**config.mk**
```make
export PLATFORM = sky130hd
export DESIGN_NAME = multi_alarm_timer_table_top_flat
export DESIGN_NICKNAME = d
export VERILOG_FILES = /design/src/hw/rtl/mat_pkg.sv /design/src/hw/rtl/mat_if.sv /design/src/hw/rtl/mat_ctrl.sv /design/src/hw/rtl/mat_dpath.sv /design/src/hw/rtl/multi_alarm_timer_table_top.sv /design/src/flat_wrapper.sv
export SDC_FILE = /design/constraint.sdc
export NUM_CORES = 1
export LEC_CHECK = 0
export BUFFER_PORTS_ARGS = -buffer_cell sky130_fd_sc_hd__buf_2
export CAP_MARGIN = 20
export CELL_PAD_IN_SITES_DETAIL_PLACEMENT = 1
export CELL_PAD_IN_SITES_GLOBAL_PLACEMENT = 1
export CORE_AREA = 2 2 229 400
export DETAILED_ROUTE_END_ITERATION = 16
export DIE_AREA = 0 0 231 402
export PLACE_DENSITY = 0.68
export SLEW_MARGIN = 20
export SYNTH_ARGS = -nofsm -noshare
export SYNTH_HDL_FRONTEND = slang
export SYNTH_SLANG_ARGS = --single-unit
export TNS_END_PERCENT = 5
```
**constraint.sdc**
```tcl
create_clock -name clk -period 13.8 [get_ports clk]
set_input_delay 2.76 -clock clk [delete_from_list [all_inputs] [get_ports clk]]
set_output_delay 2.76 -clock clk [all_outputs]
set_load 0.02 [all_outputs]
```
**src/hw/rtl/mat_pkg.sv**
```systemverilog
// ----------------------------------------------------------------------------
// mat_pkg
// Shared constants, codes and types of the multi-alarm timer table.
// ----------------------------------------------------------------------------
`default_nettype none

package mat_pkg;

  localparam int NUM_ALARMS  = 8;
  localparam int TICK_MS     = 10;
  localparam int MAX_RESULTS = 8;

  localparam int IDX_W = (NUM_ALARMS > 1) ? $clog2(NUM_ALARMS) : 1;
  localparam int CNT_W = $clog2(MAX_RESULTS + 1);

  localparam int DELAY_W   = 31;
  localparam int EVENT_W   = 8;
  localparam int AUX_W     = 32;
  localparam int ELAPSED_W = 32;
  localparam int KIND_W    = 2;

  typedef enum logic [KIND_W-1:0] {
    KIND_FIRED = 2'd0,
    KIND_DONE  = 2'd1,
    KIND_ERROR = 2'd2
  } kind_t;

  typedef enum logic [1:0] {
    ST_IDLE,
    ST_REQ,
    ST_SCAN,
    ST_FLUSH
  } state_t;

  // request word as latched on acceptance
  typedef struct packed {
    logic [DELAY_W-1:0] delay_ms;
    logic               periodic;
    logic [EVENT_W-1:0] event_id;
    logic [AUX_W-1:0]   aux_data;
  } req_t;

  // controller to datapath
  typedef struct packed {
    logic accept;     // latch request word, clear scan index and counter
    logic req_exec;   // carry out the latched request and emit its word
    logic scan_step;  // handle the entry under the scan index, advance
    logic flush;      // emit the held firing as the final word
  } cmd_t;

  // datapath to controller
  typedef struct packed {
    logic halted;
    logic step_ok;     // scan step can complete this cycle
    logic scan_last;   // scan index on the final entry
    logic pend_valid;  // a firing is held back
    logic out_free;    // output register can take a word this cycle
  } status_t;

endpackage

`default_nettype wire

```
**src/hw/rtl/mat_if.sv**
```systemverilog
// ----------------------------------------------------------------------------
// mat_if
// Valid/ready channels carrying request words in and result words out.
// ----------------------------------------------------------------------------
`default_nettype none

interface mat_in_if;
  logic                         valid;
  logic                         ready;
  logic                         action;
  logic [mat_pkg::DELAY_W-1:0]  delay_ms;
  logic                         periodic;
  logic [mat_pkg::EVENT_W-1:0]  event_id;
  logic [mat_pkg::AUX_W-1:0]    aux_data;

  modport source (output valid, action, delay_ms, periodic, event_id, aux_data,
                  input ready);
  modport sink   (input valid, action, delay_ms, periodic, event_id, aux_data,
                  output ready);
endinterface

interface mat_out_if;
  logic                         valid;
  logic                         ready;
  logic [mat_pkg::KIND_W-1:0]   kind;
  logic [mat_pkg::EVENT_W-1:0]  fired_event;
  logic [mat_pkg::AUX_W-1:0]    fired_aux;
  logic                         last;

  modport source (output valid, kind, fired_event, fired_aux, last,
                  input ready);
  modport sink   (input valid, kind, fired_event, fired_aux, last,
                  output ready);
endinterface

`default_nettype wire

```
**src/hw/rtl/mat_ctrl.sv**
```systemverilog
// ----------------------------------------------------------------------------
// mat_ctrl
// Sequencer: takes one word at a time and steps the datapath through a
// request or through a scan of the alarm table.
// ----------------------------------------------------------------------------
`default_nettype none

module mat_ctrl (
  input  wire logic             clk,
  input  wire logic             rst_n,
  input  wire logic             in_valid,
  input  wire logic             in_action,
  output logic                  in_ready,
  input  mat_pkg::status_t      status,
  output mat_pkg::cmd_t         cmd
);

  mat_pkg::state_t state_r, state_nxt;

  always_ff @(posedge clk) begin
    if (!rst_n) begin
      state_r <= mat_pkg::ST_IDLE;
    end else begin
      state_r <= state_nxt;
    end
  end

  always_comb begin
    state_nxt = state_r;
    cmd       = '0;
    in_ready  = 1'b0;
    unique case (state_r)
      mat_pkg::ST_IDLE: begin
        in_ready = 1'b1;
        if (in_valid) begin
          cmd.accept = 1'b1;
          if (in_action) begin
            state_nxt = mat_pkg::ST_REQ;
          end else if (!status.halted) begin
            state_nxt = mat_pkg::ST_SCAN;
          end
        end
      end
      mat_pkg::ST_REQ: begin
        if (status.out_free) begin
          cmd.req_exec = 1'b1;
          state_nxt    = mat_pkg::ST_IDLE;
        end
      end
      mat_pkg::ST_SCAN: begin
        if (status.step_ok) begin
          cmd.scan_step = 1'b1;
          if (status.scan_last) begin
            state_nxt = mat_pkg::ST_FLUSH;
          end
        end
      end
      mat_pkg::ST_FLUSH: begin
        if (!status.pend_valid) begin
          state_nxt = mat_pkg::ST_IDLE;
        end else if (status.out_free) begin
          cmd.flush = 1'b1;
          state_nxt = mat_pkg::ST_IDLE;
        end
      end
      default: state_nxt = mat_pkg::ST_IDLE;
    endcase
  end

endmodule

`default_nettype wire

```
**src/hw/rtl/mat_dpath.sv**
```systemverilog
// ----------------------------------------------------------------------------
// mat_dpath
// Alarm table, request latch, scan index, held firing and output register.
// ----------------------------------------------------------------------------
`default_nettype none

module mat_dpath (
  input  wire logic                          clk,
  input  wire logic                          rst_n,
  input  mat_pkg::cmd_t                      cmd,
  output mat_pkg::status_t                   status,
  input  mat_pkg::req_t                      in_req,
  output logic                               out_valid,
  input  wire logic                          out_ready,
  output logic [mat_pkg::KIND_W-1:0]         out_kind,
  output logic [mat_pkg::EVENT_W-1:0]        out_fired_event,
  output logic [mat_pkg::AUX_W-1:0]          out_fired_aux,
  output logic                               out_last
);

  localparam int N = mat_pkg::NUM_ALARMS;

  // table
  logic [N-1:0]                      active_r;
  logic [N-1:0]                      periodic_r;
  logic [mat_pkg::DELAY_W-1:0]       delay_r   [N];
  logic [mat_pkg::EVENT_W-1:0]       event_r   [N];
  logic [mat_pkg::AUX_W-1:0]         aux_r     [N];
  logic [mat_pkg::ELAPSED_W-1:0]     elapsed_r [N];
  logic                              halted_r;

  mat_pkg::req_t                     req_r;
  logic [mat_pkg::IDX_W-1:0]         idx_r;
  logic [mat_pkg::CNT_W-1:0]         cnt_r;

  logic                              pend_valid_r;
  logic [mat_pkg::EVENT_W-1:0]       pend_event_r;
  logic [mat_pkg::AUX_W-1:0]         pend_aux_r;

  logic                              out_valid_r;
  logic [mat_pkg::KIND_W-1:0]        out_kind_r;
  logic [mat_pkg::EVENT_W-1:0]       out_event_r;
  logic [mat_pkg::AUX_W-1:0]         out_aux_r;
  logic                              out_last_r;

  // request decode
  logic                              is_cancel;
  logic                              free_found;
  logic [mat_pkg::IDX_W-1:0]         free_idx;
  logic [N-1:0]                      cancel_hit;

  // scan of the current entry
  logic [mat_pkg::ELAPSED_W:0]       sum;
  logic [mat_pkg::ELAPSED_W-1:0]     e_sat;
  logic                              cur_active;
  logic                              cur_fire;
  logic                              out_free;

  // output push
  logic                              push;
  mat_pkg::kind_t                    push_kind;
  logic [mat_pkg::EVENT_W-1:0]       push_event;
  logic [mat_pkg::AUX_W-1:0]         push_aux;
  logic                              push_last;

  assign is_cancel = (req_r.delay_ms == '0) && !req_r.periodic;

  always_comb begin
    free_found = 1'b0;
    free_idx   = '0;
    for (int i = N - 1; i >= 0; i--) begin
      if (!active_r[i]) begin
        free_found = 1'b1;
        free_idx   = mat_pkg::IDX_W'(i);
      end
    end
  end

  always_comb begin
    for (int i = 0; i < N; i++) begin
      cancel_hit[i] = active_r[i] && (event_r[i] == req_r.event_id);
    end
  end

  // saturating elapsed advance
  assign sum   = {1'b0, elapsed_r[idx_r]} + (mat_pkg::ELAPSED_W + 1)'(mat_pkg::TICK_MS);
  assign e_sat = sum[mat_pkg::ELAPSED_W] ? '1 : sum[mat_pkg::ELAPSED_W-1:0];

  assign cur_active = active_r[idx_r];
  assign cur_fire   = cur_active &&
                      ({1'b0, delay_r[idx_r]} <= e_sat) &&
                      (cnt_r < mat_pkg::CNT_W'(mat_pkg::MAX_RESULTS));
  assign out_free   = !out_valid_r || out_ready;

  assign status.halted     = halted_r;
  assign status.step_ok    = !(cur_fire && pend_valid_r && !out_free);
  assign status.scan_last  = (idx_r == mat_pkg::IDX_W'(N - 1));
  assign status.pend_valid = pend_valid_r;
  assign status.out_free   = out_free;

  always_comb begin
    push       = 1'b0;
    push_kind  = mat_pkg::KIND_FIRED;
    push_event = pend_event_r;
    push_aux   = pend_aux_r;
    push_last  = 1'b0;
    if (cmd.req_exec) begin
      push       = 1'b1;
      push_event = '0;
      push_aux   = '0;
      push_last  = 1'b1;
      if (halted_r || (!is_cancel && !free_found)) begin
        push_kind = mat_pkg::KIND_ERROR;
      end else begin
        push_kind = mat_pkg::KIND_DONE;
      end
    end else if (cmd.scan_step && cur_fire && pend_valid_r) begin
      push = 1'b1;
    end else if (cmd.flush) begin
      push      = 1'b1;
      push_last = 1'b1;
    end
  end

  // control state
  always_ff @(posedge clk) begin
    if (!rst_n) begin
      active_r     <= '0;
      halted_r     <= 1'b0;
      idx_r        <= '0;
      cnt_r        <= '0;
      pend_valid_r <= 1'b0;
      out_valid_r  <= 1'b0;
    end else begin
      if (push) begin
        out_valid_r <= 1'b1;
      end else if (out_ready) begin
        out_valid_r <= 1'b0;
      end

      if (cmd.accept) begin
        idx_r        <= '0;
        cnt_r        <= '0;
        pend_valid_r <= 1'b0;
      end

      if (cmd.req_exec && !halted_r) begin
        if (is_cancel) begin
          active_r <= active_r & ~cancel_hit;
        end else if (free_found) begin
          active_r[free_idx] <= 1'b1;
        end else begin
          halted_r <= 1'b1;
        end
      end

      if (cmd.scan_step) begin
        idx_r <= idx_r + 1'b1;
        if (cur_fire) begin
          cnt_r        <= cnt_r + 1'b1;
          pend_valid_r <= 1'b1;
          if (!periodic_r[idx_r]) begin
            active_r[idx_r] <= 1'b0;
          end
        end
      end

      if (cmd.flush) begin
        pend_valid_r <= 1'b0;
      end
    end
  end

  // payload
  always_ff @(posedge clk) begin
    if (cmd.accept) begin
      req_r <= in_req;
    end

    if (cmd.req_exec && !halted_r && !is_cancel && free_found) begin
      periodic_r[free_idx] <= req_r.periodic;
      delay_r[free_idx]    <= req_r.delay_ms;
      event_r[free_idx]    <= req_r.event_id;
      aux_r[free_idx]      <= req_r.aux_data;
      elapsed_r[free_idx]  <= '0;
    end

    if (cmd.scan_step && cur_active) begin
      if (cur_fire) begin
        elapsed_r[idx_r] <= '0;
        pend_event_r     <= event_r[idx_r];
        pend_aux_r       <= aux_r[idx_r];
      end else begin
        elapsed_r[idx_r] <= e_sat;
      end
    end

    if (push) begin
      out_kind_r  <= push_kind;
      out_event_r <= push_event;
      out_aux_r   <= push_aux;
      out_last_r  <= push_last;
    end
  end

  assign out_valid       = out_valid_r;
  assign out_kind        = out_kind_r;
  assign out_fired_event = out_event_r;
  assign out_fired_aux   = out_aux_r;
  assign out_last        = out_last_r;

endmodule

`default_nettype wire

```
**src/hw/rtl/multi_alarm_timer_table_top.sv**
```systemverilog
// ----------------------------------------------------------------------------
// multi_alarm_timer_table_top
// Table of one-shot and periodic alarms driven by request and tick words.
// ----------------------------------------------------------------------------
// Request: accepted in idle, carried out once the output register is free,
//   its result word registered. Tick: one table entry per cycle while the
//   output does not stall, scanned in index order, then a final flush.
// One word in flight at a time; a result may wait while the next is taken.
// Synchronous active-low reset frees all entries and clears the halt.
`default_nettype none

module multi_alarm_timer_table_top (
  input  wire logic  clk,
  input  wire logic  rst_n,
  mat_in_if.sink     in_ch,
  mat_out_if.source  out_ch
);

  mat_pkg::cmd_t    cmd;
  mat_pkg::status_t status;
  mat_pkg::req_t    in_req;
  logic             in_ready;

  assign in_req.delay_ms = in_ch.delay_ms;
  assign in_req.periodic = in_ch.periodic;
  assign in_req.event_id = in_ch.event_id;
  assign in_req.aux_data = in_ch.aux_data;
  assign in_ch.ready     = in_ready;

  mat_ctrl u_ctrl (
    .clk       (clk),
    .rst_n     (rst_n),
    .in_valid  (in_ch.valid),
    .in_action (in_ch.action),
    .in_ready  (in_ready),
    .status    (status),
    .cmd       (cmd)
  );

  mat_dpath u_dpath (
    .clk             (clk),
    .rst_n           (rst_n),
    .cmd             (cmd),
    .status          (status),
    .in_req          (in_req),
    .out_valid       (out_ch.valid),
    .out_ready       (out_ch.ready),
    .out_kind        (out_ch.kind),
    .out_fired_event (out_ch.fired_event),
    .out_fired_aux   (out_ch.fired_aux),
    .out_last        (out_ch.last)
  );

endmodule

`default_nettype wire

```
**src/flat_wrapper.sv**
```systemverilog
// flat-port wrapper written by rule: the top's interface ports become plain ports
module multi_alarm_timer_table_top_flat 
  (clk, rst_n, in_ch_valid, in_ch_action, in_ch_delay_ms, in_ch_periodic, in_ch_event_id, in_ch_aux_data, in_ch_ready, out_ch_valid, out_ch_kind, out_ch_fired_event, out_ch_fired_aux, out_ch_last, out_ch_ready);
  mat_in_if in_ch_i ();
  mat_out_if out_ch_i ();
  input  wire logic clk;
  input  wire logic rst_n;
  input wire logic [$bits(in_ch_i.valid)-1:0] in_ch_valid;
  input wire logic [$bits(in_ch_i.action)-1:0] in_ch_action;
  input wire logic [$bits(in_ch_i.delay_ms)-1:0] in_ch_delay_ms;
  input wire logic [$bits(in_ch_i.periodic)-1:0] in_ch_periodic;
  input wire logic [$bits(in_ch_i.event_id)-1:0] in_ch_event_id;
  input wire logic [$bits(in_ch_i.aux_data)-1:0] in_ch_aux_data;
  output wire logic [$bits(in_ch_i.ready)-1:0] in_ch_ready;
  output wire logic [$bits(out_ch_i.valid)-1:0] out_ch_valid;
  output wire logic [$bits(out_ch_i.kind)-1:0] out_ch_kind;
  output wire logic [$bits(out_ch_i.fired_event)-1:0] out_ch_fired_event;
  output wire logic [$bits(out_ch_i.fired_aux)-1:0] out_ch_fired_aux;
  output wire logic [$bits(out_ch_i.last)-1:0] out_ch_last;
  input wire logic [$bits(out_ch_i.ready)-1:0] out_ch_ready;
  assign in_ch_i.valid = in_ch_valid;
  assign in_ch_i.action = in_ch_action;
  assign in_ch_i.delay_ms = in_ch_delay_ms;
  assign in_ch_i.periodic = in_ch_periodic;
  assign in_ch_i.event_id = in_ch_event_id;
  assign in_ch_i.aux_data = in_ch_aux_data;
  assign in_ch_ready = in_ch_i.ready;
  assign out_ch_valid = out_ch_i.valid;
  assign out_ch_kind = out_ch_i.kind;
  assign out_ch_fired_event = out_ch_i.fired_event;
  assign out_ch_fired_aux = out_ch_i.fired_aux;
  assign out_ch_last = out_ch_i.last;
  assign out_ch_i.ready = out_ch_ready;
  multi_alarm_timer_table_top u_core (.clk(clk), .rst_n(rst_n), .in_ch(in_ch_i), .out_ch(out_ch_i));
endmodule
```
==> summary.txt <==
Finish
  – Antenna cell count: 0
  – Area Growth Syn to Fin: 11.80%
  – Final core occ: 49.87%
  – Total Nets Final: 2394
  – Layout cells sized above 1: 22.27%

Setup path
  – CP required: 14.10 ns
  – Startpoint Class: register
  – Crit. End Element: register
  – CP Class: reg -> reg
  – Worst-path fanout max: 51
  – CP arrival: 8.93 ns

Global route
  – Global Route Usage Sum: 21.41%
  – Vias in the first global route: 22.48k
  – Global-route wire length before repair: 146100 um
  – Largest net degree at the start of global routing: 77
  – Total grt overflow: 0
  – Antenna violations before repair: 5

CTS
  – Hold buffers post-CTS: 0
  – CTS clk-pin slew, worst paths: 0.07 ns
  – Clock root cell: clkbuf_16
  – Clock Path Buffers: 3
  – CTS tree: yes
  – Clk Latency, worst-skew pair: 0.68 ns
  – Cts repair resizes: 0
  – Post-CTS repair timing setup buffer count: 0
  – CTS Sinks: 1010
  – CTS buffer count: 85
  – H-Tree Depth: 3

Timing
  – Fin Setup TNS: 0 ns
  – Max Clock Freq: 0.1158 GHz
  – Final Hold Fails: 0
  – Slew HR: 32.85%
  – Setup repair after global routing missed its margin: no
  – Final setup vio count: 0
  – Final Cycle Share: 62.60%
  – Final Skew: 0.02210 ns
  – Final worst slack: 5.162 ns
  – Worst Max-Slew Pin Slew: 0.9818 ns
  – Pins Over Slew Limit: 0
  – Tmin final: 8.638 ns
  – Hold_ws: 0.5178 ns

Floorplan
  – # IOs: 122
  – # rows: 146
  – Core Region: 89880 um2
  – Die Wd: 231 um
  – Starting Density: 44.60%
  – Die footprint: 92860 um2
  – Die Ht: 402 um

Logic synthesis
  – Number of synthesized flops with an enable pin: 987
  – Post-synth top area share: 73.93%
  – Top post-synthesis cells by count: edfxtp_1 (987), mux4_2 (119), nor2_1 (99), mux2i_1 (86), nand2_1 (69)
  – Count leader, synth: edfxtp_1
  – Syn nets: 2251
  – Dominant synthesized flop cell: edfxtp_1
  – Cell area after synthesis: 40090 um2
  – Seq/Total Area, Yosys: 75.08%
  – Async S/R FF share, synth: 0%
  – Avg Cell Area, Syn: 18.74 um2
  – Cell taking the most area after synthesis: edfxtp_1
  – Mapped Cells: 2139
  – Syn. warnings: 0
  – Dominant cells by area after synthesis: edfxtp_1 (74%), mux4_2 (6.7%), mux2i_1 (2.1%)
  – #FFs+latches synth: 1010
  – Synth unique cells: 74

Outcome
  – Status: completed

Drt
  – Vias/cell: 5.773
  – Vias: 20.39k
  – DRC Markers: 0
  – Drt first pass iters: 5
  – Iteration-0 DRC Markers: 1304
  – DRT Wirelength: 97910 um
  – Post-route ant nets: 0
  – Routed len/inst: 27.72 um

Worst hold path
  – Hold WC Path Type: reg -> reg

Placement
  – Final RePlAce weighted congestion: 0.8506
  – PortBufs: 121
  – HPWL after DPL: 59420 um
  – Place WS: 5.099 ns

Job
  – Count of max-cap constraint violations: 0

Power and ir drop
  – Peak VDD IR: 0.0001265 V
  – Power per standard cell area: 140.2 nW/um2
  – Leakage: 13.88 nW
  – Pwr Total: 0.006285 W
worst paths after layout:
kind | start | depth (start not counted) | slack, ns | endpoint
worst max register to register | register | 20 | 5.16 | u_core.u_dpath.elapsed_r[4][2]$_DFFE_PP_
worst min register to register | u_core.u_dpath.pend_aux_r[23]$_DFFE_PP_ | 1 | 0.52 | u_core.u_dpath.out_fired_aux[23]$_SDFFCE_PP0P_
worst max-delay path | register | 20 | 5.16 | u_core.u_dpath.elapsed_r[4][2]$_DFFE_PP_
worst min-delay path | u_core.u_dpath.pend_aux_r[23]$_DFFE_PP_ | 1 | 0.52 | u_core.u_dpath.out_fired_aux[23]$_SDFFCE_PP0P_
cell type report:
class / count / area [um2]
Tap cell: 1184 / 1481
Clock buffer: 114 / 2338
Timing Repair Buffer: 165 / 948.4
Multi-Input combinational cell: 1003 / 9537
Fill cell: 8301 / 45060
Inverter: 17 / 67.56
Sequential cell: 1010 / 30120
Clock inverter: 39 / 331.6
critical path, stage by stage (launching register included):
cell and delay (ns):
dfxtp_4 0.73, buf_4 0.66, buf_4 0.75, mux4_2 0.37, nand3b_1 0.15, a2111oi_2 0.54
inv_1 0.08, or4_4 0.55, nor4b_4 0.21, buf_4 0.42, nor2_1 0.15, ha_1 0.32
nand4_1 0.19, nor4_1 0.59, o311ai_0 0.42, a31oi_1 0.26, o21a_1 0.17, o21a_1 0.45
o31ai_4 0.28, o31ai_4 0.24, buf_4 0.56
report_power, final:
group	switching, W	total [W]	internal (W)
clock	0.00107	0.00235	0.00127
sequential	0.0000747	0.00353	0.00345
combinational	0.000255	0.000413	0.000158
total	0.00140	0.00629	0.00488
placed cells by master, fill, tap and decap left out, drive strengths merged, types with 24 or more instances in the layout:
| master | instances |
|---|---|
| clkbuf | 114 |
| mux2i | 87 |
| nand2 | 69 |
| nor2 | 99 |
| edfxtp | 987 |
| xnor2 | 66 |
| ha | 35 |
| and2 | 41 |
| mux2 | 65 |
| clkinv | 31 |
| buf | 165 |
| a221oi | 28 |
| a21oi | 46 |
| mux4 | 124 |
| a22oi | 53 |
| nand4 | 24 |
routing by layer:
layer  up-vias  part of all wire [%]  track usage, %
met5         -                 0.052               0
met4        10                   3.5           8.795
met3       169                   3.8           3.019
met2       496                    55           39.92
met1     10800                    37           24.36
li1       8917                     -               -
cells by family (layout without fill, tap and decap cells):
| group | Yosys count | after routing | synth area share (%) |
|---|---|---|---|
| flops | 1010 | 1010 | 75.08 |
| xor+xnor | 89 | 89 | 1.944 |
| simple gates | 345 | 345 | 4.551 |
| compound gates | 258 | 258 | 4.738 |
| mux | 276 | 276 | 11.02 |
| fa+ha+maj | 35 | 35 | 1.092 |
| buf+inv | 126 | 335 | 1.573 |
sequential cells by signal (all words and copies together) (netlist names), 8 cells and up, named ones only:
signal	flops
u_core.u_dpath.aux_r	256
u_core.u_dpath.elapsed_r	256
u_core.u_dpath.delay_r	248
u_core.u_dpath.req_r	72
u_core.u_dpath.event_r	64
u_core.u_dpath.out_fired_aux	32
u_core.u_dpath.pend_aux_r	32
u_core.u_dpath.active_r	8
u_core.u_dpath.out_fired_event	8
u_core.u_dpath.pend_event_r	8
u_core.u_dpath.periodic_r	8
stage by stage:
| step | instances | cell area, um2 |
|---|---|---|
| after floorplan | 2139 | 40090 |
| after global placement | 3379 | 42150 |
| after detailed placement | 3379 | 42150 |
| after CTS | 3532 | 44820 |
| after global routing | 3532 | 44820 |
| final | 3532 | 44820 |
Note: power is estimated with default switching activity, not from simulation.
